--- config.mk ---
export PLATFORM = sky130hd
export DESIGN_NAME = reog_queue
export DESIGN_NICKNAME = d
export VERILOG_FILES = /design/src/hw/rtl/reog_pkg.sv /design/src/hw/rtl/reog_queue.sv
export SDC_FILE = /design/constraint.sdc
export NUM_CORES = 1
export LEC_CHECK = 0
export BUFFER_PORTS_ARGS = -buffer_cell sky130_fd_sc_hd__buf_2
export CORE_MARGIN = 2
export CORE_UTILIZATION = 47
export DETAILED_ROUTE_END_ITERATION = 7
export GPL_TIMING_DRIVEN = 1
export HOLD_SLACK_MARGIN = 0.1
export PLACE_DENSITY = 0.75
export REMOVE_ABC_BUFFERS = 1
export SETUP_SLACK_MARGIN = 0.2
export SLEW_MARGIN = 20
export SYNTH_ARGS = -nofsm -noshare
export SYNTH_HDL_FRONTEND = slang
export SYNTH_SLANG_ARGS = --single-unit
--- constraint.sdc ---
create_clock -name aclk -period 12.45 [get_ports aclk]
set_clock_uncertainty 0.05 [all_clocks]
set_input_delay 1.245 -clock aclk [delete_from_list [all_inputs] [get_ports aclk]]
set_output_delay 1.245 -clock aclk [all_outputs]
set_load 0.02 [all_outputs]
--- src/hw/rtl/reog_pkg.sv ---
// Shared types, constants and CORDIC helper functions for the rotated ellipse outline generator.
// No dependencies; reog_front, reog_queue, reog_back and the top level import this package.
package reog_pkg;

    localparam int CORDIC_STEPS = 30;
    localparam logic signed [32:0] CORDIC_START = 33'sd652032874;
    localparam logic signed [31:0] ONE_Q30 = 32'sd1073741824;
    localparam int QUEUE_DEPTH = 2;
    localparam logic [6:0] VC_RESET = 7'd36;
    localparam logic [6:0] VC_MIN = 7'd3;
    localparam logic [16:0] ELONG_ONE = 17'd65536;

    typedef enum logic [1:0] {
        F_IDLE,
        F_RUN,
        F_PUSH
    } reog_fstate_t;

    // CORDIC working vector: Q2.30 x and y, angle z in 1/2^32 turn.
    typedef struct packed {
        logic signed [32:0] x;
        logic signed [32:0] y;
        logic signed [33:0] z;
    } reog_cvec_t;

    // Quadrant fixup carried alongside the CORDIC vector.
    typedef struct packed {
        logic              neg;
        logic              exact;
        logic signed [31:0] ec;
        logic signed [31:0] es;
    } reog_cfix_t;

    typedef struct packed {
        logic signed [31:0] c;
        logic signed [31:0] s;
    } reog_trig_t;

    // Per-ellipse geometry needed by the vertex datapath.
    typedef struct packed {
        logic signed [31:0] cx;
        logic signed [31:0] cy;
        logic [30:0]        r;
        logic [46:0]        lng;
        logic signed [31:0] ct;
        logic signed [31:0] st;
    } reog_geom_t;

    // One queue entry handed from the front end to the back end.
    typedef struct packed {
        reog_geom_t  geom;
        logic [31:0] step_q;
        logic [6:0]  step_r;
        logic [6:0]  n;
        logic        bad;
    } reog_job_t;

    // Per-beat tag that travels with a vertex through the pipeline.
    typedef struct packed {
        logic       bad;
        logic [5:0] idx;
        logic       last;
    } reog_tag_t;

    function automatic logic [29:0] atan_turn(input logic [4:0] k);
        logic [29:0] v;
        unique case (k)
            5'd0:  v = 30'd536870912;
            5'd1:  v = 30'd316933406;
            5'd2:  v = 30'd167458907;
            5'd3:  v = 30'd85004756;
            5'd4:  v = 30'd42667331;
            5'd5:  v = 30'd21354465;
            5'd6:  v = 30'd10679838;
            5'd7:  v = 30'd5340245;
            5'd8:  v = 30'd2670163;
            5'd9:  v = 30'd1335087;
            5'd10: v = 30'd667544;
            5'd11: v = 30'd333772;
            5'd12: v = 30'd166886;
            5'd13: v = 30'd83443;
            5'd14: v = 30'd41722;
            5'd15: v = 30'd20861;
            5'd16: v = 30'd10430;
            5'd17: v = 30'd5215;
            5'd18: v = 30'd2608;
            5'd19: v = 30'd1304;
            5'd20: v = 30'd652;
            5'd21: v = 30'd326;
            5'd22: v = 30'd163;
            5'd23: v = 30'd81;
            5'd24: v = 30'd41;
            5'd25: v = 30'd20;
            5'd26: v = 30'd10;
            5'd27: v = 30'd5;
            5'd28: v = 30'd3;
            5'd29: v = 30'd1;
            default: v = 30'd0;
        endcase
        return v;
    endfunction

    // Fold the angle into [-1/4, 1/4) turn and build the start vector.
    function automatic reog_cvec_t cordic_init(input logic [31:0] ang);
        logic [31:0] a;
        reog_cvec_t  v;
        a = ang;
        if (ang[31] ^ ang[30]) begin
            a = {~ang[31], ang[30:0]};
        end
        v.x = CORDIC_START;
        v.y = '0;
        v.z = $signed({{2{a[31]}}, a});
        return v;
    endfunction

    // Exact quarter-turn results and the sign flip for the folded half.
    function automatic reog_cfix_t cordic_fix(input logic [31:0] ang);
        reog_cfix_t f;
        f.neg   = ang[31] ^ ang[30];
        f.exact = (ang[29:0] == 30'd0);
        unique case (ang[31:30])
            2'b00: begin
                f.ec = ONE_Q30;
                f.es = '0;
            end
            2'b01: begin
                f.ec = '0;
                f.es = ONE_Q30;
            end
            2'b10: begin
                f.ec = -ONE_Q30;
                f.es = '0;
            end
            default: begin
                f.ec = '0;
                f.es = -ONE_Q30;
            end
        endcase
        return f;
    endfunction

    function automatic reog_cvec_t cordic_step(input reog_cvec_t v, input logic [4:0] k);
        logic signed [32:0] xs;
        logic signed [32:0] ys;
        logic signed [33:0] at;
        reog_cvec_t         n;
        xs = $signed(v.x) >>> k;
        ys = $signed(v.y) >>> k;
        at = $signed({4'b0000, atan_turn(k)});
        if (!v.z[33]) begin
            n.x = v.x - ys;
            n.y = v.y + xs;
            n.z = v.z - at;
        end else begin
            n.x = v.x + ys;
            n.y = v.y - xs;
            n.z = v.z + at;
        end
        return n;
    endfunction

    function automatic reog_trig_t cordic_finish(input reog_cvec_t v, input reog_cfix_t f);
        logic signed [32:0] nx;
        logic signed [32:0] ny;
        reog_trig_t         t;
        nx = -v.x;
        ny = -v.y;
        if (f.exact) begin
            t.c = f.ec;
            t.s = f.es;
        end else if (f.neg) begin
            t.c = nx[31:0];
            t.s = ny[31:0];
        end else begin
            t.c = v.x[31:0];
            t.s = v.y[31:0];
        end
        return t;
    endfunction

endpackage

--- src/hw/rtl/reog_queue.sv ---
// Two-entry job queue between the front end and the vertex back end.
// Uses reog_pkg for the job type and depth.
module reog_queue (
    input  logic                aclk,
    input  logic                aresetn,
    input  logic                push,
    input  reog_pkg::reog_job_t wdata,
    output logic                full,
    input  logic                pop,
    output reog_pkg::reog_job_t rdata,
    output logic                empty
);
    import reog_pkg::*;

    localparam int PW = $clog2(QUEUE_DEPTH);
    localparam int CW = $clog2(QUEUE_DEPTH + 1);

    reog_job_t     mem [QUEUE_DEPTH];
    logic [PW-1:0] wr_ptr_reg, wr_ptr_next;
    logic [PW-1:0] rd_ptr_reg, rd_ptr_next;
    logic [CW-1:0] cnt_reg, cnt_next;

    assign full  = (cnt_reg == CW'(QUEUE_DEPTH));
    assign empty = (cnt_reg == '0);
    assign rdata = mem[rd_ptr_reg];

    always_comb begin
        wr_ptr_next = push ? wr_ptr_reg + PW'(1) : wr_ptr_reg;
        rd_ptr_next = pop ? rd_ptr_reg + PW'(1) : rd_ptr_reg;
        cnt_next    = cnt_reg + CW'(push) - CW'(pop);
    end

    always_ff @(posedge aclk) begin
        if (!aresetn) begin
            wr_ptr_reg <= '0;
            rd_ptr_reg <= '0;
            cnt_reg    <= '0;
        end else begin
            wr_ptr_reg <= wr_ptr_next;
            rd_ptr_reg <= rd_ptr_next;
            cnt_reg    <= cnt_next;
        end
    end

    always_ff @(posedge aclk) begin
        if (push) begin
            mem[wr_ptr_reg] <= wdata;
        end
    end

    a_no_overflow: assert property (@(posedge aclk) disable iff (!aresetn)
        push |-> !full)
        else $error("job queue written while full");

    a_no_underflow: assert property (@(posedge aclk) disable iff (!aresetn)
        pop |-> !empty)
        else $error("job queue read while empty");

endmodule

## Word level (Yosys, flattened, before mapping)

Memories as Yosys holds them, arrays and structs flattened. A register that Yosys moved wholly into a read port is not among the register bits.
Index checks and enable logic that the tools add are counted.

- Register bits: 4
- RAM bits: 506
- Output and inout bits: 255
- Memories: 1

- Add/subtract/negate cells: 4
- Equal/unequal tests: 1
- Mux-type cells: 4
- Reduce and logical (&&, ||, !) cells: 1

Memory list:

| name | depth | width | rd ports | clocked after Yosys merged registers in | write ports | RTL line | text |
|---|---|---|---|---|---|---|---|
| mem | 2 | 253 | 1 | 1 | 1 | reog_queue.sv:18 | `reog_job_t mem [QUEUE_DEPTH];` |

Operators with widths:

| operator | count |
|---|---|
| 2-to-1 mux 1 bit | 4 |
| adder 1 bit (second input constant) | 2 |
| adder 2 x 1 -> 2 bit | 1 |
| equality test 2 bit (second input constant) | 1 |
| logical NOT 2 bit | 1 |
| subtractor 2 x 1 -> 2 bit | 1 |

## Depth between registers and ports, before layout

- Word-level depth: 3
- Gate-level depth with buffers: 6
- Mapped depth without buffers: 6

## Worst setup path before layout

Ideal clock, no wire load.

- Kind: in2reg
- From: input push
- To: register wr_ptr_reg
- Setup time: 0.110 ns
- Arrival: 13.002 ns
- Required time: 12.290 ns
- Setup slack: -0.712 ns
- Stages on the path: 2
- Path through: nor2b_1 o21a_1

RTL lines:

| element | RTL line | text |
|---|---|---|
| from (decl) | reog_queue.sv:6 | `input logic push,` |
| to (signal assigned) | reog_queue.sv:39 | `wr_ptr_reg <= wr_ptr_next;` |
| to (decl) | reog_queue.sv:19 | `logic [PW-1:0] wr_ptr_reg, wr_ptr_next;` |

==> impl_metrics.env <==
export IMPL_status="complete, no violations"
export IMPL_crit_required_ns=11.15
export IMPL_cts_inserted_buffers=51
export IMPL_nFillCells=2978
export IMPL_worst_slew_margin_rel_pct=17.1
export IMPL_clkTransAtPathRegs_ns=0.05
export IMPL_drv_slew=0
export IMPL_track_usage_pct=18.0
export IMPL_largest_reg_flops=506
export IMPL_holdBufCountCts=0
export IMPL_cts_max_path_buffers=3
export IMPL_final_common_cell="buf_2"
export IMPL_htree_num_levels=2
export IMPL_grt_pass1_vias=9884
export IMPL_port_buffers=511
export IMPL_irDropWorstVdd_mv=0.115
export IMPL_postCtsResizedCells=0
export IMPL_crit_path_end="rdata[1]"
export IMPL_gp_congestion=0.781
export IMPL_worstSetupEndpointType="output port"
export IMPL_drv_cap=0
export IMPL_postSynthCellCount=808
export IMPL_holdWs_ns=0.521
export IMPL_final_cell_mix="buf_2 (511), edfxtp_1 (506), mux2_4 (170)"
export IMPL_hold_path_cell_count=2
export IMPL_yosysWarnings=0
export IMPL_die_width_um=206
export IMPL_die_height_um=206
export IMPL_max_freq_mhz=199
export IMPL_tightest_slew_ns=1.24
export IMPL_hp_class="reg -> reg"
export IMPL_area_growth_pct=23.9
export IMPL_grt_ovfl_total=0
export IMPL_clock_sinks=511
export IMPL_setup_viol=0
export IMPL_fp_row_count=73
export IMPL_num_io_pins=512
export IMPL_insertion_delay_ns=0.57
export IMPL_ys_seq_elements=511
export IMPL_syn_area_per_cell_um2=23.7
export IMPL_multi_input_area_um2=3610
export IMPL_wl_um=39800
export IMPL_critPathKind="reg -> out"
export IMPL_regArea_um2=15300
export IMPL_timing_rr_end="mem[0][75]$_DFFE_PP_"
export IMPL_nets=1611
export IMPL_syn_cell_area_um2=19200
export IMPL_start_kind="flop"
export IMPL_period_needed_ns=5.03
export IMPL_power_density_nw_per_um2=165
export IMPL_start_util_pct=47.9
export IMPL_antenna_found_initial=8
export IMPL_rsz0062_at_grt="no"
export IMPL_period_share_pct=40.4
export IMPL_clockRootBuffer="clkbuf_16"
export IMPL_fp_coreArea_um2=40000
export IMPL_r2r_slack_ns=9.70
export IMPL_drt_iter0_markers=537
export IMPL_drive_above_1_share_pct=60.2
export IMPL_grt_pass1_wl_um=56800
export IMPL_yosysUniqueCellTypes=14
export IMPL_path_max_fanout=60
export IMPL_r2r_start="wr_ptr_reg$_SDFFE_PN0P_"
export IMPL_via_per_inst=4.97
export IMPL_post_route_util_pct=59.4
export IMPL_place_area_um2=22200
export IMPL_drcViolationCount=0
export IMPL_critPathArrivalTime_ns=3.74
export IMPL_finish_instance_area_um2=23800
export IMPL_dieArea_um2=42400
export IMPL_p_leak_nw=9.24
export IMPL_num_vias=9541
export IMPL_ant_nets=0
export IMPL_hold_violations=0
export IMPL_drt_first_pass_iters=4
export IMPL_ff2ff_path_depth=3
export IMPL_grt_max_degree=183
export IMPL_seq_area_frac_synth_pct=79.8
export IMPL_dpl_hpwl_um=26700
export IMPL_cts_setup_buffers=0
export IMPL_cts_tree="built"
export IMPL_wl_per_cell_um=20.7
critical path: stages, from the launching register on:
cell     delay (ns)
dfxtp_4        0.77
buf_4          0.82
buf_4          0.85
mux2_2         0.43
buf_2          0.16
synthesized netlist by cell type:
master / number / share of area, %
buf_2: 8 / 0.21
xor2_1: 1 / 0.046
and2_1: 4 / 0.13
mux2_4: 170 / 13
buf_6: 20 / 1.2
nor2_1: 1 / 0.020
ha_1: 2 / 0.13
xnor3_1: 1 / 0.12
nor2b_1: 4 / 0.13
edfxtp_1: 506 / 79
o21a_1: 1 / 0.039
dfxtp_1: 5 / 0.52
mux2_2: 83 / 4.9
inv_1: 2 / 0.039
metrics by stage:
stage	total power, mW	cells	setup TNS [ns]	setup slack [ns]
2_1_floorplan	2.46	780	-168.64	-0.712
5_1_grt	4.05	1920	0	7.20
6_report	3.91	1921	0	7.42
3_3_place_gp	2.54	1824	0	7.98
3_5_place_dp	2.56	1824	0	7.98
4_1_cts	3.96	1916	0	7.33
per-layer routing:
metal | vias up | share of wire (%) | GRT usage (%)
li1 | 4328 | - | -
met1 | 4738 | 37 | 20.6
met2 | 400 | 51 | 30.9
met3 | 69 | 9.9 | 6.78
met4 | 6 | 2.3 | 6.15
met5 | - | 0.11 | 0
where the power goes:
group	switching (mW)	leakage (nW)	internal (mW)	total (mW)
logic	0.280	3.71	0.214	0.494
clock network	0.601	0.731	0.799	1.40
registers	0.0272	4.79	1.99	2.02
cell families after synthesis:
| kind of cell | share of synthesized area, % |
|---|---|
| xor+xnor | 0.163 |
| flops | 79.8 |
| fa+ha+maj | 0.131 |
| mux | 18.2 |
| simple gates | 0.281 |
| compound gates | 0.0392 |
| buf+inv | 1.42 |
cell type report:
type / count / share of cell area, %
inverter: 2 / 0.0316
tap: 525 / 2.76
antenna: 5 / 0.0527
timing repair buffer: 519 / 11.1
clock buffer: 70 / 5.85
clock inverter: 22 / 0.569
sequential: 511 / 64.4
multi-input combinational: 267 / 15.2
how the worst min path moves through the flow:
stage                       startpoint   end
6_report       rd_ptr_reg$_SDFFE_PN0P_  flop
3_3_place_gp   rd_ptr_reg$_SDFFE_PN0P_  flop
4_1_cts        rd_ptr_reg$_SDFFE_PN0P_  flop
2_1_floorplan  rd_ptr_reg$_SDFFE_PN0P_  flop
5_1_grt        rd_ptr_reg$_SDFFE_PN0P_  flop
3_5_place_dp   rd_ptr_reg$_SDFFE_PN0P_  flop
No activity file was read; power rests on OpenSTA's default activity.
