<file path="config.mk">
export PLATFORM = sky130hd
export DESIGN_NAME = reog_front
export DESIGN_NICKNAME = d
export VERILOG_FILES = /design/src/hw/rtl/reog_pkg.sv /design/src/hw/rtl/reog_div.sv /design/src/hw/rtl/reog_front.sv
export SDC_FILE = /design/constraint.sdc
export NUM_CORES = 1
export LEC_CHECK = 0
export ABC_AREA = 1
export BUFFER_PORTS_ARGS = -buffer_cell sky130_fd_sc_hd__buf_4
export CORE_ASPECT_RATIO = 1.75
export CORE_UTILIZATION = 30
export CTS_CLUSTER_SIZE = 12
export DETAILED_ROUTE_END_ITERATION = 10
export GPL_TIMING_DRIVEN = 0
export PLACE_DENSITY = 0.5
export SLEW_MARGIN = 30
export SYNTH_ARGS = -nofsm -noshare
export SYNTH_HDL_FRONTEND = slang
export SYNTH_SLANG_ARGS = --single-unit
</file>
<file path="constraint.sdc">
create_clock -name aclk -period 8.3 [get_ports aclk]
set_input_delay 1.66 -clock aclk [delete_from_list [all_inputs] [get_ports aclk]]
set_output_delay 1.66 -clock aclk [all_outputs]
set_load 0.05 [all_outputs]
</file>
<file path="src/hw/rtl/reog_pkg.sv">
// Shared types, constants and CORDIC helper functions for the rotated ellipse outline generator.
// No dependencies; reog_front, reog_queue, reog_back and the top level import this package.
package reog_pkg;

    localparam int CORDIC_STEPS = 30;
    localparam logic signed [32:0] CORDIC_START = 33'sd652032874;
    localparam logic signed [31:0] ONE_Q30 = 32'sd1073741824;
    localparam int QUEUE_DEPTH = 2;
    localparam logic [6:0] VC_RESET = 7'd36;
    localparam logic [6:0] VC_MIN = 7'd3;
    localparam logic [16:0] ELONG_ONE = 17'd65536;

    typedef enum logic [1:0] {
        F_IDLE,
        F_RUN,
        F_PUSH
    } reog_fstate_t;

    // CORDIC working vector: Q2.30 x and y, angle z in 1/2^32 turn.
    typedef struct packed {
        logic signed [32:0] x;
        logic signed [32:0] y;
        logic signed [33:0] z;
    } reog_cvec_t;

    // Quadrant fixup carried alongside the CORDIC vector.
    typedef struct packed {
        logic              neg;
        logic              exact;
        logic signed [31:0] ec;
        logic signed [31:0] es;
    } reog_cfix_t;

    typedef struct packed {
        logic signed [31:0] c;
        logic signed [31:0] s;
    } reog_trig_t;

    // Per-ellipse geometry needed by the vertex datapath.
    typedef struct packed {
        logic signed [31:0] cx;
        logic signed [31:0] cy;
        logic [30:0]        r;
        logic [46:0]        lng;
        logic signed [31:0] ct;
        logic signed [31:0] st;
    } reog_geom_t;

    // One queue entry handed from the front end to the back end.
    typedef struct packed {
        reog_geom_t  geom;
        logic [31:0] step_q;
        logic [6:0]  step_r;
        logic [6:0]  n;
        logic        bad;
    } reog_job_t;

    // Per-beat tag that travels with a vertex through the pipeline.
    typedef struct packed {
        logic       bad;
        logic [5:0] idx;
        logic       last;
    } reog_tag_t;

    function automatic logic [29:0] atan_turn(input logic [4:0] k);
        logic [29:0] v;
        unique case (k)
            5'd0:  v = 30'd536870912;
            5'd1:  v = 30'd316933406;
            5'd2:  v = 30'd167458907;
            5'd3:  v = 30'd85004756;
            5'd4:  v = 30'd42667331;
            5'd5:  v = 30'd21354465;
            5'd6:  v = 30'd10679838;
            5'd7:  v = 30'd5340245;
            5'd8:  v = 30'd2670163;
            5'd9:  v = 30'd1335087;
            5'd10: v = 30'd667544;
            5'd11: v = 30'd333772;
            5'd12: v = 30'd166886;
            5'd13: v = 30'd83443;
            5'd14: v = 30'd41722;
            5'd15: v = 30'd20861;
            5'd16: v = 30'd10430;
            5'd17: v = 30'd5215;
            5'd18: v = 30'd2608;
            5'd19: v = 30'd1304;
            5'd20: v = 30'd652;
            5'd21: v = 30'd326;
            5'd22: v = 30'd163;
            5'd23: v = 30'd81;
            5'd24: v = 30'd41;
            5'd25: v = 30'd20;
            5'd26: v = 30'd10;
            5'd27: v = 30'd5;
            5'd28: v = 30'd3;
            5'd29: v = 30'd1;
            default: v = 30'd0;
        endcase
        return v;
    endfunction

    // Fold the angle into [-1/4, 1/4) turn and build the start vector.
    function automatic reog_cvec_t cordic_init(input logic [31:0] ang);
        logic [31:0] a;
        reog_cvec_t  v;
        a = ang;
        if (ang[31] ^ ang[30]) begin
            a = {~ang[31], ang[30:0]};
        end
        v.x = CORDIC_START;
        v.y = '0;
        v.z = $signed({{2{a[31]}}, a});
        return v;
    endfunction

    // Exact quarter-turn results and the sign flip for the folded half.
    function automatic reog_cfix_t cordic_fix(input logic [31:0] ang);
        reog_cfix_t f;
        f.neg   = ang[31] ^ ang[30];
        f.exact = (ang[29:0] == 30'd0);
        unique case (ang[31:30])
            2'b00: begin
                f.ec = ONE_Q30;
                f.es = '0;
            end
            2'b01: begin
                f.ec = '0;
                f.es = ONE_Q30;
            end
            2'b10: begin
                f.ec = -ONE_Q30;
                f.es = '0;
            end
            default: begin
                f.ec = '0;
                f.es = -ONE_Q30;
            end
        endcase
        return f;
    endfunction

    function automatic reog_cvec_t cordic_step(input reog_cvec_t v, input logic [4:0] k);
        logic signed [32:0] xs;
        logic signed [32:0] ys;
        logic signed [33:0] at;
        reog_cvec_t         n;
        xs = $signed(v.x) >>> k;
        ys = $signed(v.y) >>> k;
        at = $signed({4'b0000, atan_turn(k)});
        if (!v.z[33]) begin
            n.x = v.x - ys;
            n.y = v.y + xs;
            n.z = v.z - at;
        end else begin
            n.x = v.x + ys;
            n.y = v.y - xs;
            n.z = v.z + at;
        end
        return n;
    endfunction

    function automatic reog_trig_t cordic_finish(input reog_cvec_t v, input reog_cfix_t f);
        logic signed [32:0] nx;
        logic signed [32:0] ny;
        reog_trig_t         t;
        nx = -v.x;
        ny = -v.y;
        if (f.exact) begin
            t.c = f.ec;
            t.s = f.es;
        end else if (f.neg) begin
            t.c = nx[31:0];
            t.s = ny[31:0];
        end else begin
            t.c = v.x[31:0];
            t.s = v.y[31:0];
        end
        return t;
    endfunction

endpackage

</file>
<file path="src/hw/rtl/reog_div.sv">
// Restoring unsigned divider, two quotient bits per cycle, quotient and remainder out.
// Depends on nothing; used by reog_front.
module reog_div #(
    parameter int DW = 48,
    parameter int VW = 17
) (
    input  logic          aclk,
    input  logic          aresetn,
    input  logic          start,
    input  logic [DW-1:0] dividend,
    input  logic [VW-1:0] divisor,
    output logic          busy,
    output logic [DW-1:0] quotient,
    output logic [VW-1:0] remainder
);
    localparam int STEPS = DW / 2;
    localparam int CW = $clog2(STEPS + 1);

    logic [VW-1:0] rem_reg, rem_next;
    logic [DW-1:0] dq_reg, dq_next;
    logic [VW-1:0] div_reg, div_next;
    logic [CW-1:0] cnt_reg, cnt_next;
    logic          busy_reg, busy_next;
    logic [VW:0]   trial;
    logic          ge;

    always_comb begin
        rem_next  = rem_reg;
        dq_next   = dq_reg;
        div_next  = div_reg;
        cnt_next  = cnt_reg;
        busy_next = busy_reg;
        trial     = '0;
        ge        = 1'b0;
        if (start) begin
            rem_next  = '0;
            dq_next   = dividend;
            div_next  = divisor;
            cnt_next  = CW'(STEPS);
            busy_next = 1'b1;
        end else if (busy_reg) begin
            for (int j = 0; j < 2; j++) begin
                trial = {rem_next, dq_next[DW-1]};
                ge    = (trial >= {1'b0, div_reg});
                if (ge) begin
                    trial = trial - {1'b0, div_reg};
                end
                rem_next = trial[VW-1:0];
                dq_next  = {dq_next[DW-2:0], ge};
            end
            cnt_next  = cnt_reg - CW'(1);
            busy_next = (cnt_reg != CW'(1));
        end
    end

    always_ff @(posedge aclk) begin
        if (!aresetn) begin
            busy_reg <= 1'b0;
            cnt_reg  <= '0;
        end else begin
            busy_reg <= busy_next;
            cnt_reg  <= cnt_next;
        end
    end

    always_ff @(posedge aclk) begin
        rem_reg <= rem_next;
        dq_reg  <= dq_next;
        div_reg <= div_next;
    end

    assign busy      = busy_reg;
    assign quotient  = dq_reg;
    assign remainder = rem_reg;

endmodule

</file>
<file path="src/hw/rtl/reog_front.sv">
// Front end: takes ellipse beats, checks them, computes the long radius, the rotation
// sine/cosine and the per-vertex angle step, then pushes one job. Uses reog_pkg, reog_div.
module reog_front (
    input  logic                aclk,
    input  logic                aresetn,
    input  logic                s_valid,
    output logic                s_ready,
    input  logic signed [31:0]  s_center_x,
    input  logic signed [31:0]  s_center_y,
    input  logic [30:0]         s_short_radius,
    input  logic [16:0]         s_elongation,
    input  logic [15:0]         s_rotation,
    input  logic [6:0]          n_eff,
    input  logic                q_full,
    output logic                q_push,
    output reog_pkg::reog_job_t q_data
);
    import reog_pkg::*;

    // One-beat input buffer so a new ellipse can land while the engine works.
    logic               in_vld_reg, in_vld_next;
    logic signed [31:0] in_cx_reg, in_cy_reg;
    logic [30:0]        in_r_reg;
    logic [16:0]        in_e_reg;
    logic [15:0]        in_rot_reg;
    logic [6:0]         in_n_reg;

    reog_fstate_t state_reg, state_next;
    logic         take, div_start, step_en;

    logic signed [31:0] cx_reg, cy_reg;
    logic [30:0]        r_reg;
    logic [6:0]         n_reg;
    logic               bad_reg;
    reog_cvec_t         cv_reg, cv_next;
    reog_cfix_t         fix_reg;
    logic [4:0]         k_reg, k_next;

    logic        bad_in;
    logic [16:0] e_clamp;
    logic [31:0] rot_ang;
    logic        lbusy, nbusy;
    logic [47:0] lquot;
    logic [16:0] lrem;
    logic [33:0] nquot;
    logic [6:0]  nrem;
    logic        run_done;

    assign s_ready  = !in_vld_reg;
    assign bad_in   = (in_r_reg == 31'd0) || (in_e_reg == 17'd0);
    assign e_clamp  = (in_e_reg > ELONG_ONE) ? ELONG_ONE : in_e_reg;
    assign rot_ang  = 32'd0 - {in_rot_reg, 16'h0000};
    assign run_done = (k_reg == 5'(CORDIC_STEPS)) && !lbusy && !nbusy;

    reog_div #(.DW(48), .VW(17)) u_lng_div (
        .aclk      (aclk),
        .aresetn   (aresetn),
        .start     (div_start),
        .dividend  ({1'b0, in_r_reg, 16'h0000}),
        .divisor   (e_clamp),
        .busy      (lbusy),
        .quotient  (lquot),
        .remainder (lrem)
    );

    reog_div #(.DW(34), .VW(7)) u_step_div (
        .aclk      (aclk),
        .aresetn   (aresetn),
        .start     (div_start),
        .dividend  ({2'b01, 32'h0000_0000}),
        .divisor   (in_n_reg),
        .busy      (nbusy),
        .quotient  (nquot),
        .remainder (nrem)
    );

    always_comb begin
        state_next = state_reg;
        unique case (state_reg)
            F_IDLE: begin
                if (in_vld_reg) begin
                    state_next = bad_in ? F_PUSH : F_RUN;
                end
            end
            F_RUN: begin
                if (run_done) begin
                    state_next = F_PUSH;
                end
            end
            F_PUSH: begin
                if (!q_full) begin
                    state_next = F_IDLE;
                end
            end
            default: state_next = F_IDLE;
        endcase
    end

    always_comb begin
        take      = 1'b0;
        div_start = 1'b0;
        step_en   = 1'b0;
        q_push    = 1'b0;
        unique case (state_reg)
            F_IDLE: begin
                take      = in_vld_reg;
                div_start = in_vld_reg && !bad_in;
            end
            F_RUN:  step_en = (k_reg != 5'(CORDIC_STEPS));
            F_PUSH: q_push = !q_full;
            default: ;
        endcase
    end

    always_comb begin
        in_vld_next = in_vld_reg;
        if (take) begin
            in_vld_next = 1'b0;
        end else if (s_valid && s_ready) begin
            in_vld_next = 1'b1;
        end
    end

    always_comb begin
        cv_next = cv_reg;
        k_next  = k_reg;
        if (take) begin
            cv_next = cordic_init(rot_ang);
            k_next  = '0;
        end else if (step_en) begin
            cv_next = cordic_step(cv_reg, k_reg);
            k_next  = k_reg + 5'd1;
        end
    end

    always_ff @(posedge aclk) begin
        if (!aresetn) begin
            state_reg  <= F_IDLE;
            in_vld_reg <= 1'b0;
            k_reg      <= '0;
        end else begin
            state_reg  <= state_next;
            in_vld_reg <= in_vld_next;
            k_reg      <= k_next;
        end
    end

    always_ff @(posedge aclk) begin
        if (s_valid && s_ready) begin
            in_cx_reg  <= s_center_x;
            in_cy_reg  <= s_center_y;
            in_r_reg   <= s_short_radius;
            in_e_reg   <= s_elongation;
            in_rot_reg <= s_rotation;
            in_n_reg   <= n_eff;
        end
        if (take) begin
            cx_reg  <= in_cx_reg;
            cy_reg  <= in_cy_reg;
            r_reg   <= in_r_reg;
            n_reg   <= in_n_reg;
            bad_reg <= bad_in;
            fix_reg <= cordic_fix(rot_ang);
        end
        cv_reg <= cv_next;
    end

    always_comb begin
        reog_trig_t rt;
        rt = cordic_finish(cv_reg, fix_reg);
        q_data.geom.cx  = cx_reg;
        q_data.geom.cy  = cy_reg;
        q_data.geom.r   = r_reg;
        q_data.geom.lng = lquot[46:0];
        q_data.geom.ct  = rt.c;
        q_data.geom.st  = rt.s;
        q_data.step_q   = nquot[31:0];
        q_data.step_r   = nrem;
        q_data.n        = n_reg;
        q_data.bad      = bad_reg;
    end

    // A job leaves only after the rotation iterations finished, unless it is a bad shape.
    a_push_done: assert property (@(posedge aclk) disable iff (!aresetn)
        q_push |-> (bad_reg || (k_reg == 5'(CORDIC_STEPS) && !lbusy && !nbusy)))
        else $error("front pushed an unfinished job");

endmodule

</file>
==> Word level (Yosys, flattened, before mapping) <==
Memory sizes are Yosys's and may differ from the RTL's. A register that Yosys moved wholly into a read port is not among the register bits.
Cells that the tools add are included.
{ "totals": {"regBits": 554, "rom_bits": 960, "memories": 1, "out_inout_bits": 255, "elab_cells": 131, "input_bits": 139} }
{ "memory_table": {"columns": ["memory", "words", "width", "read_ports", "rd_clocked_by_memory_dff", "write_ports", "line_no", "rtl"], "rows": [
  ["(name not given)", 32, 30, 1, 1, 0, "reog_pkg.sv:67", "unique case (k)"]
]} }
{ "classes": {"magnitude_cmp": 5, "addsub": 16, "n_shift": 2, "n_mux": 38, "eq_ne": 11, "n_reduce_logical": 21, "bitwise": 3} }
{ "op_table": {"columns": ["operator", "n"], "rows": [
  ["case mux 64 bit (3 select lines)", 1],
  ["two-way mux 64 bit", 2],
  ["two-way mux 100 bit", 1],
  ["two-way mux 47 bit", 2],
  ["two-way mux 17 bit", 4],
  ["two-way mux 34 bit", 2],
  ["adder 33 bit", 2],
  [">>> shifter 33 x 5 -> 33 bit", 2],
  ["subtractor 33 bit", 2],
  ["negator 32 bit", 2],
  ["two-way mux 30 bit", 2],
  ["greater-or-equal comparator 18 x 17 -> 1 bit", 2],
  ["adder 34 x 31 -> 34 bit", 1],
  ["subtractor 17 bit", 2],
  ["subtractor 34 x 31 -> 34 bit", 1],
  ["two-way mux 32 bit", 1],
  ["subtractor 1 x 32 -> 32 bit (first input constant)", 1],
  ["logical NOT 31 bit", 1],
  ["logical NOT 30 bit", 1],
  ["two-way mux 5 bit", 6],
  ["two-way mux 7 bit", 4],
  ["> comparator 17 bit (second input constant)", 1],
  ["logical NOT 17 bit", 1],
  ["greater-or-equal comparator 8 x 7 -> 1 bit", 2],
  ["other kinds (21)", 50]
]} }

==> Logic depth before layout (Yosys ltp) <==
Gate-level depths: netlist of the first run.
{ "logic_depth": {"ltp_word": 9, "mapped_depth": 37, "mapped_depth_nobuf": 34} }

==> Hierarchy <==
A second synthesis of the first run with hierarchy kept.
{ "unflattened": {"cells_unflattened": 4682, "area_unflattened_um2": 35482.8} }
{ "by_module_without_submodules": {"columns": ["mod", "instances", "cells_each", "seq_area_each_um2", "area_each_um2"], "rows": [
  ["reog_front", 1, 3484, 10430.0, 26211.4],
  ["reog_div at u_lng_div", 1, 828, 2412.3, 6158.4],
  ["reog_div at u_step_div", 1, 370, 1491.4, 3113.0]
]} }

==> Least setup slack after synthesis of the first run <==
OpenSTA, ideal clock, no wires.
{ "synth_timing": {"path_type": "in2reg", "start": "input port s_valid", "end": "register in_cx_reg[0] (enable)", "setup_ns": 0.635, "path_slack_ns": 0.288, "t_arrival_ns": 7.377, "path_stages": 2, "t_required_ns": 7.665, "path_buffers": 0, "cell_sequence": "inv_1 > nor2_1"} }
{ "synth_between": {"elab_chain_cells": 1} }
{ "synth_rtl": {"columns": ["element", "line_no", "rtl"], "rows": [
  ["start, declared", "reog_front.sv:6", "input logic s_valid,"],
  ["logical AND 1 bit", "reog_front.sv:149", "if (s_valid && s_ready) begin"],
  ["end signal, assigned", "reog_front.sv:150", "in_cx_reg <= s_center_x;"],
  ["end, declared", "reog_front.sv:22", "logic signed [31:0] in_cx_reg, in_cy_reg;"]
]} }
Every way passes these cells.
A chain may end at the register's enable or synchronous reset.

==> Worst setup path in the final report of the first run <==
{ "layout_timing": {"start": "register k_reg[1]", "end": "register cv_reg[60] (netlist bit)"} }
{ "layout_between": {"elab_chain_cells": 3, "elab_cells_between_ends": 6, "cone_classes": "add/sub (2); eq/ne (1); shift (1); mux (2)"} }
{ "layout_rtl": {"columns": ["element", "line_no", "rtl"], "rows": [
  ["start, declared", "reog_front.sv:37", "logic [4:0] k_reg, k_next;"],
  ["start signal, assigned", "reog_front.sv:144", "k_reg <= k_next;"],
  [">>> shifter 33 x 5 -> 33 bit", "reog_pkg.sv:148", "xs = $signed(v.x) >>> k;"],
  ["adder 33 bit or subtractor 33 bit (tied branches)", "reog_pkg.sv:153, reog_pkg.sv:157", null],
  ["two-way mux 100 bit", "reog_pkg.sv:151", "if (!v.z[33]) begin"],
  ["end signal, assigned", "reog_front.sv:165", "cv_reg <= cv_next;"],
  ["end, declared", "reog_front.sv:35", "reog_cvec_t cv_reg, cv_next;"]
]} }
Several ways; a longest one is shown, not always the timed one.

==> results of run 1 <==
## final cells by class
class / count / area, sq um
Multi-Input combinational cell: 3174 / 17300
Antenna cell: 6 / 15.0
Clock buffer: 78 / 1560
Timing Repair Buffer: 404 / 3240
Clock inverter: 24 / 313
Fill cell: 12300 / 72600
Inverter: 535 / 2010
Sequential cell: 524 / 13800
Buffer: 251 / 1400
Tap cell: 1494 / 1870
## synth_stat cells, drive strengths merged, types with 13 or more instances
| cell type | instances | share of area |
|---|---|---|
| nor2 | 362 | 0.041 |
| nand2 | 910 | 0.10 |
| dfxtp | 191 | 0.11 |
| a31oi | 50 | 0.0095 |
| xor2 | 108 | 0.027 |
| ha | 167 | 0.061 |
| o21a | 16 | 0.0035 |
| a22oi | 16 | 0.0035 |
| a21boi | 13 | 0.0028 |
| nor3 | 77 | 0.012 |
| o21ai | 345 | 0.051 |
| clkbuf | 96 | 0.010 |
| a22o | 31 | 0.0079 |
| or2 | 19 | 0.0034 |
| buf | 155 | 0.029 |
| nor4 | 28 | 0.0051 |
| xnor2 | 74 | 0.019 |
| o211ai | 18 | 0.0039 |
| nand3 | 473 | 0.071 |
| nand4 | 30 | 0.0054 |
| a21oi | 347 | 0.050 |
| inv | 528 | 0.058 |
| edfxtp | 333 | 0.29 |
## power by group through the flow
stage	clock, mW	sequential [mW]	combinational [mW]
after floorplan	0	3.97	8.25
after global placement	0	4.07	11.9
after detailed placement	0	4.04	12.0
after CTS	2.68	3.99	12.0
after global routing	2.76	4.05	13.3
final	2.62	4.00	12.2
## metal layers
layer  vias up  part of all wire  GRT usage
met2      1389              0.51      0.511
met5         -           0.00047          0
met4        12              0.11      0.256
li1      16000                 -          -
met3       610             0.071     0.0764
met1     15800              0.31      0.232
## worst max-delay path by stage
stage	to	slack (ns)
2_1_floorplan	in_cx_reg[0]	0.29
4_1_cts	cv_reg[60]	1.82
3_3_place_gp	in_cy_reg[19]	-2.82
5_1_grt	cv_reg[60]	1.39
3_5_place_dp	cv_reg[60]	1.84
6_report	cv_reg[60]	1.53
## cell families after synthesis
logic type,Yosys count,share of synthesized area
compound gates,892,0.146
buf+inv,786,0.0979
simple gates,1925,0.244
flops,524,0.401
mux,1,0.000327
xor+xnor,182,0.0462
fa+ha+maj,174,0.0647
==> reports/metrics.yaml, run 1 <==
min_path:
  hold_path_class: "reg -> reg"
  hold_depth: 0
  min_to: "cy_reg[31]"
  worstHoldStart: "in_cy_reg[31]"
cts:
  postCtsHoldBufs: 0
  cts.sinks: 524
  tritoncts: "yes"
  cts-resized-gates: 0
  post-cts-setup-buffer-count: 0
  clk_path_buf_depth: 3
  cts_buffers: 57
  htree_levels: 2
  clk_pin_slew_worst_paths_ns: 0.07
  clock_latency_ns: 0.70
  cts_root_buf: "clkbuf_16"
timing:
  fin_crit_sh: 0.816
  skew_ns: 0.0455
  slew_violations: 0
  rsz0062_at_grt: "false"
  layout_setup_ws_ns: 1.53
  relSlewSlack: 0.279
  hold_viol: 0
  setup_viol: 0
  min_period_ns: 6.77
  setup_tns_ns: 0
  max_freq_mhz: 148
  whs_ns: 0.409
  worstMarginPinSlew_ns: 1.08
critical_path:
  cp-start-kind: "flop"
  critPathMaxFanout: 10
  crit_top_cell: "nand3_1"
  cp_data_required_time_ns: 8.89
  crit_type: "reg -> reg"
  critPathTopFamily: "compound AO/OA/AOI/OAI gates"
  slowest_stage: "o21ai_0"
  arrival_ns: 7.36
  cp_num_cells: 24
  r2r-end: "cv_reg[60]"
  end_kind: "flop"
  path_buf_inv: 4
  crit-reg2reg-launch: "k_reg[1]"
  path_cells: "buf_4 -> buf_2 -> nand3_1 -> nand3_1 -> nand3_1 -> o21ai_2 -> inv_1 -> o21ai_1 -> ha_1 -> o21ai_0 -> fa_1 -> nand3_1 -> nand2_1 -> a21boi_0 -> o21ai_0 -> a21oi_1 -> o21ai_0 -> a21boi_0 -> o21ai_0 -> nand2_1 -> nand3_1 -> nand3_1 -> nand2_1 -> inv_1"
  critPathMaxStageDelay_ns: 0.80
  cp-startpoint: "k_reg[1]"
  ff2ff_setup_slack_ns: 1.53
  r2r_cells: 24
floorplan:
  ios: 394
  die_w_microns: 258
  die_area_sq_um: 116000
  rows: 164
  start_util: 0.302
  coreArea_sq_um: 114000
  die_h_microns: 451
synth:
  yosysSeqAreaShare: 0.401
  synthFlopType: "edfxtp_1"
  synth-seq-cells: 524
  yosysWarnings: 0
  async_flop_share: 0
  synth-edff-count: 333
  synth_nets: 4797
  syn_avg_cell_area_sq_um: 7.69
  ys_types: 65
  syn_area_sq_um: 34500
  syn_inst: 4484
place:
  place_area_sq_um: 39600
  dp.cells: 6382
  globalplace.congestion: 1.07
  place_ws_ns: 1.84
  hpwl_mm: 133
  numPortBuffers: 393
power_and_ir_drop:
  ir_drop_mv: 0.233
  clkPwrFrac: 0.139
  power_mw: 18.8
  p_sw_frac: 0.535
  leakage_nw: 18.8
  power_density_nw_per_um2: 453
  p_int_mw: 8.75
  p_seq_frac: 0.213
  power.combinational.fraction: 0.648
  netSwitchingPower_mw: 10.1
route:
  drt_iter0_markers: 2116
  drc: 0
  wl_per_cell_microns: 25.2
  via_count: 33900
  viasPerCell: 5.22
  ant_nets: 0
  drt-total-wl_mm: 164
  drt-pass1-iter-count: 7
final_layout:
  syn_to_final_growth_pct: 20.4
  final_cells: 6490
  fin_util: 0.364
  mostFrequentLayoutCell: "nand2_1"
  finalInstanceArea_sq_um: 41500
  drive_above_1_share: 0.150
  final_cell_mix: "885 x nand2_1, 517 x inv_1, 477 x buf_4, 459 x nand3_1, 351 x nor2_1"
  largest_reg_flops: 100
  fin_nets: 5260
grt:
  grt_antenna_before_repair: 11
  grt_pass1_wl_mm: 230
  grt_usage: 0.275
  gr-total-overflow: 0
  grt_max_degree: 49
  grt_pass1_vias: 35000
status:
  status: "complete, no violations"
run:
  drv_cap: 0
Note: power is estimated with default switching activity, not from simulation.
==> run 2, diff against run 1 <==
--- a/config.mk
+++ b/config.mk
@@ -12,7 +12,7 @@
 export CTS_CLUSTER_SIZE = 12
 export DETAILED_ROUTE_END_ITERATION = 10
 export GPL_TIMING_DRIVEN = 0
-export PLACE_DENSITY = 0.5
+export PLACE_DENSITY = 0.49
 export SLEW_MARGIN = 30
 export SYNTH_ARGS = -nofsm -noshare
 export SYNTH_HDL_FRONTEND = slang
==> constraint.sdc (replaced) <==
create_clock -name aclk -period 7.05 [get_ports aclk]
set_input_delay 1.41 -clock aclk [delete_from_list [all_inputs] [get_ports aclk]]
set_output_delay 1.41 -clock aclk [all_outputs]
set_load 0.05 [all_outputs]
==> run 2 against run 1 <==
Final cell count about the same. Power up 19%. Register-to-register slack worse by 1.4 ns. Hold slack better by 0.0068 ns. Sequential share of layout area about the same. Critical endpoint unchanged.
==> reports/metrics.yaml, run 2 (same netlist as run 1, synthesis figures left out) <==
power_and_ir_drop:
  leakage_nw: 18.8
  clkPwrFrac: 0.137
  p_sw_frac: 0.542
  power.combinational.fraction: 0.651
  power_mw: 22.5
  netSwitchingPower_mw: 12.2
  p_seq_frac: 0.212
  power_density_nw_per_um2: 541
  p_int_mw: 10.3
  ir_drop_mv: 0.265
place:
  place_area_sq_um: 39600
  numPortBuffers: 393
  dp.cells: 6382
  globalplace.congestion: 1.05
  hpwl_mm: 136
route:
  drt-pass1-iter-count: 6
  viasPerCell: 5.22
  drt-total-wl_mm: 170
  ant_nets: 0
  wl_per_cell_microns: 26.3
  via_count: 33900
  drc: 0
  drt_iter0_markers: 2157
timing:
  whs_ns: 0.415
  min_period_ns: 6.92
  fin_crit_sh: 0.981
  rsz0062_at_grt: "false"
  setup_viol: 0
  slew_violations: 0
  relSlewSlack: 0.254
  skew_ns: 0.0387
  hold_viol: 0
  max_freq_mhz: 145
  worstMarginPinSlew_ns: 1.11
cts:
  htree_levels: 2
  clk_path_buf_depth: 3
  cts.sinks: 524
  post-cts-setup-buffer-count: 0
  cts_root_buf: "clkbuf_16"
  clock_latency_ns: 0.70
  cts-resized-gates: 0
  tritoncts: "yes"
  clk_pin_slew_worst_paths_ns: 0.07
  postCtsHoldBufs: 0
  cts_buffers: 56
critical_path:
  cp-start-kind: "flop"
  cp-startpoint: "k_reg[2]"
  cp_num_cells: 24
  critPathMaxFanout: 10
  crit_top_cell: "nand3_1"
  path_cells: "buf_2 -> inv_2 -> clkbuf_1 -> nand3_1 -> nand3_1 -> nand2_1 -> o21ai_1 -> inv_1 -> ha_1 -> o21ai_0 -> fa_1 -> nand3_1 -> nand2_1 -> a21boi_0 -> o21ai_0 -> a21oi_1 -> o21ai_1 -> a21boi_0 -> o21ai_0 -> nand2_1 -> nand3_1 -> nand3_1 -> nand2_1 -> inv_1"
  path_buf_inv: 5
  cp_data_required_time_ns: 7.64
  crit-reg2reg-launch: "k_reg[2]"
  r2r-end: "cv_reg[60]"
  arrival_ns: 7.50
  critPathMaxStageDelay_ns: 0.86
  worstSetupEndpoint: "cv_reg[60]"
  r2r_cells: 24
  ff2ff_setup_slack_ns: 0.13
  crit_type: "reg -> reg"
  critPathTopFamily: "compound AO/OA/AOI/OAI gates"
  slowest_stage: "clkbuf_1"
  end_kind: "flop"
status:
  status: "complete, no violations"
final_layout:
  fin_nets: 5259
  syn_to_final_growth_pct: 20.3
  final_cell_mix: "885 x nand2_1, 517 x inv_1, 477 x buf_4, 459 x nand3_1, 351 x nor2_1"
  final_cells: 6491
  drive_above_1_share: 0.150
  largest_reg_flops: 100
  mostFrequentLayoutCell: "nand2_1"
  fillers: 12300
  finalInstanceArea_sq_um: 41500
  fin_util: 0.364
floorplan:
  start_util: 0.302
  ios: 394
  die_h_microns: 451
  rows: 164
  coreArea_sq_um: 114000
  die_area_sq_um: 116000
  die_w_microns: 258
grt:
  grt_usage: 0.288
  grt_antenna_before_repair: 12
  grt_pass1_wl_mm: 239
  grt_pass1_vias: 35000
  grt_max_degree: 46
  gr-total-overflow: 0
min_path:
  hold_path_class: "reg -> reg"
run:
  drv_cap: 0
[run 2: power by group through the flow]
stage | clock network [mW] | registers (mW) | logic (mW)
after global placement | 0 | 4.82 | 14.2
final | 3.09 | 4.76 | 14.6
after floorplan | 0 | 4.67 | 9.71
after global routing | 3.25 | 4.80 | 15.9
after detailed placement | 0 | 4.79 | 14.3
after CTS | 3.16 | 4.73 | 14.4
[run 2: cell type report]
cell class / count / area, sq um / share of cell area
multi-input combinational: 3174 / 17300 / 0.417
clock inverter: 21 / 320 / 0.00772
timing repair buffer: 404 / 3220 / 0.0777
tap: 1494 / 1870 / 0.0451
clock buffer: 81 / 1510 / 0.0363
sequential: 524 / 13800 / 0.333
buffer: 251 / 1400 / 0.0338
antenna: 7 / 17.5 / 0.000422
inverter: 535 / 2010 / 0.0485
[run 2: per-layer routing]
metal,global-route usage,wire [microns]
met1,0.251,53600
met2,0.536,88500
met3,0.0742,11300
met4,0.253,17000
met5,0,68
[run 2: how the worst min path moves through the flow]
| stage | from | end | cells past startpoint | slack, ns |
|---|---|---|---|---|
| after floorplan | in_cx_reg[0] | cx_reg[0] | 0 | 0.40 |
| after global placement | in_cy_reg[27] | cy_reg[27] | 0 | 0.40 |
| after detailed placement | in_cx_reg[0] | cx_reg[0] | 0 | 0.40 |
| after CTS | in_cy_reg[19] | cy_reg[19] | 0 | 0.41 |
| after global routing | in_cx_reg[0] | cx_reg[0] | 0 | 0.42 |
| final | in_cy_reg[19] | cy_reg[19] | 0 | 0.42 |
[run 2: metrics by stage]
stage	setup slack (ns)	setup TNS, ns
3_3_place_gp	-0.354	-77.21
6_report	0.132	0
5_1_grt	0.0310	0
3_5_place_dp	0.0454	0
2_1_floorplan	1.66	0
4_1_cts	0.0222	0
==> run 3, diff against run 2 <==
--- a/config.mk
+++ b/config.mk
@@ -12,8 +12,9 @@
 export CTS_CLUSTER_SIZE = 12
 export DETAILED_ROUTE_END_ITERATION = 10
 export GPL_TIMING_DRIVEN = 0
-export PLACE_DENSITY = 0.49
+export PLACE_DENSITY = 0.48
 export SLEW_MARGIN = 30
 export SYNTH_ARGS = -nofsm -noshare
 export SYNTH_HDL_FRONTEND = slang
+export SYNTH_HIERARCHICAL = 1
 export SYNTH_SLANG_ARGS = --single-unit
==> run 3 against run 2 <==
Combinational power grew 17%. Utilization grew 0.20 points. Hold slack lost 0.0028 ns. Largest cell class unchanged. Final cell count grew 4.1%. Final area grew 3.3%. Power grew 13%. Sequential power grew 5.0%. Synthesized cell count grew 4.4%. Synthesized area grew 2.9%.
==> reports/metrics.yaml, run 3 <==
status:
  status: "complete, no violations"
grt:
  grt_max_degree: 46
  grt_usage: 0.275
  grt_pass1_vias: 35100
  grt_antenna_before_repair: 7
  gr-total-overflow: 0
  grt_pass1_wl_mm: 236
route:
  ant_nets: 0
  drt-total-wl_mm: 168
  via_count: 34700
  drt-pass1-iter-count: 8
  drc: 0
  drt_iter0_markers: 2350
  viasPerCell: 5.14
  wl_per_cell_microns: 24.8
synth:
  yosysWarnings: 6
  syn_inst: 4682
  yosysSeqAreaShare: 0.404
  synth_xor_area_frac: 0.0425
  synth_fa_ha_area_frac: 0.0632
  synthMuxAreaShare: 0.000282
  async_flop_share: 0
  ys_types: 73
  ys_top_cells_by_area: "edfxtp_1 32%, nand2_1 13%, dfxtp_1 7.9%"
  synth_simple_gate_area_frac: 0.297
  synth_common_cells: "1244 x nand2_1, 511 x nand3_1, 502 x inv_1"
  yosysMostFrequentCell: "nand2_1"
  synth_area_leader_cell: "edfxtp_1"
  synth-seq-cells: 524
  synthFlopType: "edfxtp_1"
  synth_top_area_share: 0.325
  syn_avg_cell_area_sq_um: 7.58
  synth_top_family_by_area: "simple AND/OR/NAND/NOR gates"
  syn_area_sq_um: 35500
  synth-edff-count: 384
  synth_compound_area_frac: 0.114
power_and_ir_drop:
  clkPwrFrac: 0.128
  p_seq_frac: 0.198
  netSwitchingPower_mw: 13.9
  power_mw: 25.3
  power.combinational.fraction: 0.675
  p_sw_frac: 0.549
  ir_drop_mv: 0.248
  p_int_mw: 11.4
  leakage_nw: 19.6
  power_density_nw_per_um2: 591
critical_path:
  cp_data_required_time_ns: 7.59
  r2r-end: "cv_reg[57]"
  crit_type: "reg -> reg"
  cp-startpoint: "k_reg[1]"
  critPathMaxFanout: 10
  arrival_ns: 7.42
  r2r_cells: 28
  crit-reg2reg-launch: "k_reg[1]"
  crit_top_cell: "nand2_1"
  worstSetupEndpoint: "cv_reg[57]"
  critPathMaxStageDelay_ns: 0.65
  cp-start-kind: "flop"
  end_kind: "flop"
  ff2ff_setup_slack_ns: 0.16
  slowest_stage: "o21ai_1"
final_layout:
  largest_reg_flops: 100
  fin_nets: 5509
  final_cell_mix: "1244 x nand2_1, 511 x nand3_1, 500 x inv_1, 404 x buf_4, 384 x edfxtp_1"
  drive_above_1_share: 0.137
  mostFrequentLayoutCell: "nand2_1"
  syn_to_final_growth_pct: 20.7
cts:
  cts_buffers: 57
  cts_root_buf: "clkbuf_16"
  post-cts-setup-buffer-count: 0
  clock_latency_ns: 0.68
  htree_levels: 2
  clk_path_buf_depth: 3
  clk_pin_slew_worst_paths_ns: 0.06
  tritoncts: "yes"
  cts.sinks: 524
timing:
  slew_violations: 0
  skew_ns: 0.0363
  relSlewSlack: 0.273
  min_period_ns: 6.89
  fin_crit_sh: 0.977
  setup_viol: 0
  max_freq_mhz: 145
  whs_ns: 0.412
  rsz0062_at_grt: "false"
  hold_viol: 0
  worstMarginPinSlew_ns: 1.09
floorplan:
  start_util: 0.303
  coreArea_sq_um: 117000
  rows: 166
  die_h_microns: 457
  die_w_microns: 262
  ios: 394
  die_area_sq_um: 120000
min_path:
  hold_depth: 0
  worstHoldStart: "in_cx_reg[4]"
  hold_path_class: "reg -> reg"
place:
  numPortBuffers: 393
  globalplace.congestion: 1.04
  hpwl_mm: 137
run:
  drv_cap: 0
-- run 3: changes by cell type in the layout (fill, tap and decap cells not counted), sizes merged, moves of 20 or more --
cell / delta
a22o: -31
buf: -61
clkbuf: -26
nor2: +20
dfxtp: -51
a21oi: -64
nand3: +56
o21ai: -35
nand2: +371
edfxtp: +51
nand3b: +23
conb: +51
-- run 3: critical path, delay by kind of cell, from the launching register on --
family	cells	cell delay (ns)
XOR/XNOR	1	0.58
flip-flops	1	0.41
buffers and inverters	6	0.83
adder cells (fa/ha/maj)	2	0.60
AND/OR/NAND/NOR	12	2.09
AO/OA/AOI/OAI	7	2.23
-- run 3: what timing repair did --
action                     CTS  global route
hold buffers                 0             0
gates resized for setup      0             3
setup endpoints to repair    0             3
-- run 3: per-stage QoR --
stage / util / worst slack (ns) / cell area [sq um] / TNS, ns / instances
finish: 0.366 / 0.165 / 42800 / 0 / 6757
global route: 0.366 / 0.0504 / 42800 / 0 / 6756
CTS: 0.366 / 0.358 / 42800 / 0 / 6754
detailed placement: 0.349 / 0.443 / 40900 / 0 / 6648
global placement: 0.346 / -1.26 / 40500 / -175.18 / 6636
floorplan: - / 1.66 / 35700 / 0 / 4731
-- run 3: layer usage --
| metal | part of all wire | GRT usage | routed length [microns] | up-vias |
|---|---|---|---|---|
| li1 | - | - | - | 16700 |
| met1 | 0.34 | 0.270 | 57700 | 16400 |
| met2 | 0.51 | 0.500 | 85300 | 1180 |
| met3 | 0.055 | 0.0489 | 9180 | 480 |
| met4 | 0.092 | 0.215 | 15500 | 4 |
| met5 | 0.00017 | 0 | 28 | - |
-- run 3: cells by family after synthesis --
| group | Yosys count |
|---|---|
| AND/OR/NAND/NOR | 2389 |
| adder cells (fa/ha/maj) | 175 |
| XOR/XNOR | 172 |
| other | 2 |
| multiplexers | 1 |
| flip-flops | 524 |
| AO/OA/AOI/OAI | 732 |
| buffers and inverters | 687 |
-- run 3: layout make-up --
cell class | count | area [sq um]
clock buffer | 81 | 1570
buffer | 163 | 866
tap | 1512 | 1890
inverter | 524 | 1970
sequential | 524 | 14300
multi-input combinational | 3520 | 18500
fill | 12700 | 74300
timing repair buffer | 405 | 3250
clock inverter | 25 | 405
antenna | 3 | 7.51
-- run 3: worst min path at each step --
stage / end / slack (ns)
floorplan: cx_reg[0] / 0.40
global placement: cx_reg[29] / 0.40
detailed placement: cx_reg[7] / 0.40
CTS: cx_reg[0] / 0.41
global route: cx_reg[15] / 0.42
finish: cx_reg[4] / 0.41
-- run 3: power by group through the flow --
stage,Sequential [mW],Combinational [mW],Clock (mW)
6_report,5.00,17.1,3.23
5_1_grt,5.04,18.6,3.40
4_1_cts,4.98,16.9,3.32
3_5_place_dp,5.04,16.8,0
3_3_place_gp,5.07,16.7,0
2_1_floorplan,5.21,11.2,0
